===== config.mk =====
export PLATFORM = sky130hd
export DESIGN_NAME = sgm_fmul
export DESIGN_NICKNAME = d
export VERILOG_FILES = /design/src/rtl/core/sgm_pkg.sv /design/src/rtl/core/sgm_fmul.sv
export SDC_FILE = /design/constraint.sdc
export NUM_CORES = 2
export LEC_CHECK = 0
export BUFFER_PORTS_ARGS = -buffer_cell sky130_fd_sc_hd__buf_2
export CAP_MARGIN = 0
export CELL_PAD_IN_SITES_DETAIL_PLACEMENT = 0
export CELL_PAD_IN_SITES_GLOBAL_PLACEMENT = 2
export CORE_ASPECT_RATIO = 0.5
export CORE_UTILIZATION = 30
export CTS_BUF_LIST = sky130_fd_sc_hd__clkbuf_4
export DETAILED_ROUTE_END_ITERATION = 10
export GPL_ROUTABILITY_DRIVEN = 0
export PLACE_DENSITY = 0.75
export SKIP_LAST_GASP = 1
export SYNTH_ARGS = -nofsm -noshare
export SYNTH_HDL_FRONTEND = slang
export SYNTH_SLANG_ARGS = --single-unit

===== constraint.sdc =====
create_clock -name aclk -period 25.2 [get_ports aclk]
set_input_delay 1.26 -clock aclk [delete_from_list [all_inputs] [get_ports aclk]]
set_output_delay 1.26 -clock aclk [all_outputs]
set_load 0.1 [all_outputs]

===== src/rtl/core/sgm_pkg.sv =====
`timescale 1ns / 1ps
`default_nettype none
package sgm_pkg;

    localparam int unsigned VectorDepthDefault = 4096;

    localparam logic ReqLoad = 1'b0;
    localparam logic ReqMultiply = 1'b1;

    localparam logic [31:0] CanonNan = 32'h7FC0_0000;

    // Operand classification of one single-precision word
    typedef struct packed {
        logic is_zero;
        logic is_inf;
        logic is_nan;
    } fp_class_t;

    function automatic fp_class_t classify(input logic [31:0] w);
        fp_class_t c;
        c.is_zero = (w[30:23] == 8'd0) && (w[22:0] == 23'd0);
        c.is_inf  = (w[30:23] == 8'hFF) && (w[22:0] == 23'd0);
        c.is_nan  = (w[30:23] == 8'hFF) && (w[22:0] != 23'd0);
        return c;
    endfunction

    // Number of leading zeros of a 24-bit significand (0..24)
    function automatic logic [4:0] lzc24(input logic [23:0] v);
        logic [4:0] n;
        logic       found;
        n = 5'd24;
        found = 1'b0;
        for (int i = 23; i >= 0; i--) begin
            if (!found && v[i]) begin
                n = 5'(23 - i);
                found = 1'b1;
            end
        end
        return n;
    endfunction

endpackage
`default_nettype wire


===== src/rtl/core/sgm_fmul.sv =====
`timescale 1ns / 1ps
`default_nettype none
// Two-stage single-precision multiply: product registered, then rounded
// and registered out; rounds to nearest even, subnormal in and out.
module sgm_fmul (
    input  wire logic        aclk,
    input  wire logic        en_in,
    input  wire logic        en_mid,
    input  wire logic [31:0] a,
    input  wire logic [31:0] b,
    output logic      [31:0] p
);

    // stage 1: decode, normalize subnormal inputs, multiply
    logic [23:0] ma, mb, na, nb;
    logic [4:0]  za, zb;
    logic signed [10:0] ea, eb;
    sgm_pkg::fp_class_t ca, cb;

    always_comb begin
        ca = sgm_pkg::classify(a);
        cb = sgm_pkg::classify(b);
        ma = {(a[30:23] != 8'd0), a[22:0]};
        mb = {(b[30:23] != 8'd0), b[22:0]};
        za = sgm_pkg::lzc24(ma);
        zb = sgm_pkg::lzc24(mb);
        na = ma << za;
        nb = mb << zb;
        ea = 11'(signed'({3'd0, a[30:23]})) + ((a[30:23] == 8'd0) ? 11'sd1 : 11'sd0)
             - 11'(signed'({6'd0, za}));
        eb = 11'(signed'({3'd0, b[30:23]})) + ((b[30:23] == 8'd0) ? 11'sd1 : 11'sd0)
             - 11'(signed'({6'd0, zb}));
    end

    logic [47:0]        prod_reg;
    logic signed [10:0] exp_reg;
    logic               sign_reg, nan_reg, inf_reg, zero_reg;

    always_ff @(posedge aclk) begin
        if (en_in) begin
            prod_reg <= na * nb;
            exp_reg  <= ea + eb - 11'sd127;
            sign_reg <= a[31] ^ b[31];
            nan_reg  <= ca.is_nan || cb.is_nan || (ca.is_inf && cb.is_zero)
                        || (ca.is_zero && cb.is_inf);
            inf_reg  <= ca.is_inf || cb.is_inf;
            zero_reg <= ca.is_zero || cb.is_zero;
        end
    end

    // stage 2: normalize, shift into subnormal range, round
    logic [47:0]        pn;
    logic signed [10:0] e;
    logic [8:0]         rsh;
    logic [49:0]        sh;
    logic [23:0]        keep;
    logic               gbit, sticky, rinc;
    logic [24:0]        rnd;
    logic signed [10:0] ef;
    logic [31:0]        res;

    always_comb begin
        if (prod_reg[47]) begin
            pn = prod_reg;
            e  = exp_reg + 11'sd1;
        end else begin
            pn = prod_reg << 1;
            e  = exp_reg;
        end
        // pn[47] is the leading one; value = pn/2^47 * 2^(e-127)
        if (e < 11'sd1) begin
            rsh = (e < -11'sd30) ? 9'd31 : 9'(11'sd1 - e);
        end else begin
            rsh = 9'd0;
        end
        sh     = {pn, 2'b00} >> rsh;
        keep   = sh[49:26];
        gbit   = sh[25];
        sticky = (sh[24:0] != 25'd0) || ((({pn, 2'b00} << (9'd50 - rsh)) != 50'd0)
                 && (rsh != 9'd0));
        rinc   = gbit && (sticky || keep[0]);
        rnd    = {1'b0, keep} + {24'd0, rinc};
        ef     = (rsh != 9'd0) ? 11'sd0 : e;
        if (rnd[24]) begin
            ef  = ef + 11'sd1;
            rnd = rnd >> 1;
        end else if (rsh != 9'd0 && rnd[23]) begin
            ef = 11'sd1;
        end
        if (nan_reg) begin
            res = sgm_pkg::CanonNan;
        end else if (inf_reg) begin
            res = {sign_reg, 8'hFF, 23'd0};
        end else if (zero_reg) begin
            res = {sign_reg, 31'd0};
        end else if (ef >= 11'sd255) begin
            res = {sign_reg, 8'hFF, 23'd0};
        end else begin
            res = {sign_reg, ef[7:0], rnd[22:0]};
        end
    end

    always_ff @(posedge aclk) begin
        if (en_mid) begin
            p <= res;
        end
    end

endmodule
`default_nettype wire


==> out/metrics.csv <==
stage,metric,value,unit
die,Die H,235,um
logic_synthesis,"EDFF count, synth",95,
logic_synthesis,sequential cell area fraction in the yosys report,8.74,%
placement,pre-CTS WS,11.38,ns
grt,global-route wire length before repair,189000,um
placement,HPWL after detailed placement,98300,um
critical_path,WS Path Type,in -> reg,
cts,CTS tree,yes,
sta,Final Max Slew Viols,0,
critical_path,CP Launch Type,input pin,
sta,fmax,74.9,MHz
die,total core area,108000,um^2
cts,post-CTS setup buffer count,0,
sta,WHS,0.582,ns
critical_path,Worst Reg-to-Reg Cells,30,
critical_path,R2R Path End,p[20]$_SDFFCE_PP0P_,
logic_synthesis,Yosys reg bits,95,
final_layout,synthesis-to-finish area growth,7.21,%
final_layout,multi-input logic area,26600,um^2
drt,vias post-DR,29700,
drt,DRC,0,
cts,post-CTS resize count,0,
placement,PortBufs,98,
cts,CTS root buffer,clkbuf_4,
logic_synthesis,asr flop ratio synth,0,%
logic_synthesis,cell area after synthesis,32600,um^2
cts,Clock Sinks,95,
grt,vias in the first global route,29800,
die,initial core utilization,30.3,%
drt,drt first pass iters,6,
critical_path,reg2reg start,exp_reg[0]$_DFFE_PP_,
cts,clock buffer depth,2,
cts,post-cts hold buffer count,0,
critical_path,worst setup path endpoint,prod_reg[46]$_DFFE_PP_,
final_layout,Final nets,4785,
logic_synthesis,Syn. warnings,0,
grt,largest net degree at the start of global routing,64,
critical_path,Crit-path slowest cell,o21ai_2,
drt,Vias/cell,5.46,
sta,Clock Skew,0.0645,ns
die,Ports,99,
sta,fin worst setup slack,11.85,ns
min_path,hold path cells,1,
drt,Routed Wire Length,124000,um
logic_synthesis,top post-synthesis cells by area,"fa_1 (30%), ha_1 (8.9%), edfxtp_1 (8.7%), inv_1 (7.3%), nor2_1 (5.7%)",
logic_synthesis,"Avg Cell Area, Syn",8.15,um^2
logic_synthesis,"Distinct cells, synth",108,
logic_synthesis,post-synthesis instance total,4004,
grt,final global-route overflow total,0,
logic_synthesis,Yosys top cell by area,fa_1,
sta,Fin Setup TNS,0,ns
grt,GRT Util Overall,22.5,%
critical_path,"slowest stage delay, CP",0.95,ns
die,die width,468,um
final_layout,max reg flops,48,
sta,final setup vio count,0,
die,Die ar.,110000,um^2
cts,"CTS clk-pin slew, worst paths",0.15,ns
drt,Routed Antenna Nets,0,
cts,H-tree depth,3,
sta,Final Cycle Share,53.0,%
critical_path,Critical Path AT,13.69,ns
die,num rows,85,
critical_path,Critical Path Start,a[29],
critical_path,CP max FO,24,
grt,initial antenna violation count,4,
final_layout,Finished Layout Cells,5444,
min_path,Tightest Hold Check Type,reg -> reg,
final_layout,FF+latch area,2850,um^2
logic_synthesis,syn nets,4787,
sta,Slew @ Worst Pin,1.23,ns
logic_synthesis,most frequent cell after synthesis,inv_1,
logic_synthesis,area share of the largest cell type after synthesis,29.8,%
logic_synthesis,Most used DFF post-synth,edfxtp_1,
sta,minimum clock period,13.35,ns
cts,clk_lat worst skew,0.62,ns
cts,CTS Buf Count,9,
critical_path,crit-path most repeated cell,fa_1,
placement,placed cells,5426,
drt,routed len/inst,22.7,um
sta,final hold violations,0,
final_layout,FILL cells,11400,
critical_path,R2R setup slack,15.83,ns
outcome,status,completed,
drt,Initial DRC Count,2804,
final_layout,share of layout cells above drive strength 1,8.63,%
critical_path,CP Capture Type,flip-flop,
logic_synthesis,Post-synth top cells,"inv_1 (635), nor2_1 (494), fa_1 (485), nand2_1 (460), ha_1 (231)",
sta,RSZ-0062 raised after global routing,false,
flow_run,Max Cap Violations,0,
sta,Rel. slew slack,16.1,%
critical_path,Crit path required time,25.54,ns
[cells by family after synthesis]
group | synth area share [%]
AO/OA/AOI/OAI | 15.1
XOR/XNOR | 3.25
adder cells (fa/ha/maj) | 38.6
buffers and inverters | 10.2
flip-flops | 8.74
multiplexers | 5.34
AND/OR/NAND/NOR | 18.8
[final cells by class]
| cell class | instances | area share [%] |
|---|---|---|
| clock inverter | 7 | 0.179 |
| multi-input combinational | 3058 | 75.9 |
| timing repair buffer | 197 | 3.53 |
| antenna | 2 | 0.0143 |
| tap | 1435 | 5.13 |
| inverter | 641 | 6.88 |
| sequential | 95 | 8.15 |
| clock buffer | 9 | 0.193 |
[stage by stage]
stage / util [%] / cell area [um^2]
floorplan: - / 32600
global placement: 32.3 / 34900
detailed placement: 32.3 / 34900
CTS: 32.5 / 35000
global route: 32.5 / 35000
finish: 32.5 / 35000
[worst min-delay path by stage]
stage,startpoint,endpoint
after floorplan,sign_reg$_DFFE_PP_,p[31]$_SDFFCE_PP0P_
after global placement,sign_reg$_DFFE_PP_,p[31]$_SDFFCE_PP0P_
after detailed placement,sign_reg$_DFFE_PP_,p[31]$_SDFFCE_PP0P_
after CTS,sign_reg$_DFFE_PP_,p[31]$_SDFFCE_PP0P_
after global routing,sign_reg$_DFFE_PP_,p[31]$_SDFFCE_PP0P_
final,sign_reg$_DFFE_PP_,p[31]$_SDFFCE_PP0P_
[placed cells by master, fill, tap and decap left out, drive strengths merged, types with 14 or more instances in the layout]
cell type	Yosys	routed
a211oi	57	57
a21o	33	33
a21oi	171	171
a221oi	17	17
a22oi	27	27
a31oi	21	21
and2	28	28
and3	21	21
buf	59	197
edfxtp	95	95
fa	485	485
ha	231	231
inv	638	639
mux2	29	29
mux2i	137	137
nand2	462	462
nand2b	19	19
nand3	69	69
nand4	23	23
nor2	500	500
nor3	94	94
nor4	34	34
o211ai	28	28
o21a	19	19
o21ai	106	106
o21bai	33	33
o221ai	14	14
o22ai	27	27
o31ai	17	17
or2	17	17
or3	33	33
xnor2	87	87
xor2	31	31
[routing by layer]
metal,global-route usage (%),vias up,share of wire (%)
li1,-,13300,-
met1,31.8,15000,46
met2,35.4,1231,44
met3,2.13,242,6.3
met4,8.11,0,3.8
met5,0,-,0
[worst max-delay path: cells and delay by family]
family,cells,cell delay [ns]
AOI/OAI and AO/OA,13,4.13
adders and majority gates,9,3.99
and+or+nand+nor,14,3.69
buffers and inverters,7,0.46
xor gates and xnor gates,1,0.14
Power is left out: the tool's default activity adds up to more than one toggle a clock period on the data nets, which glitch-free logic cannot reach.
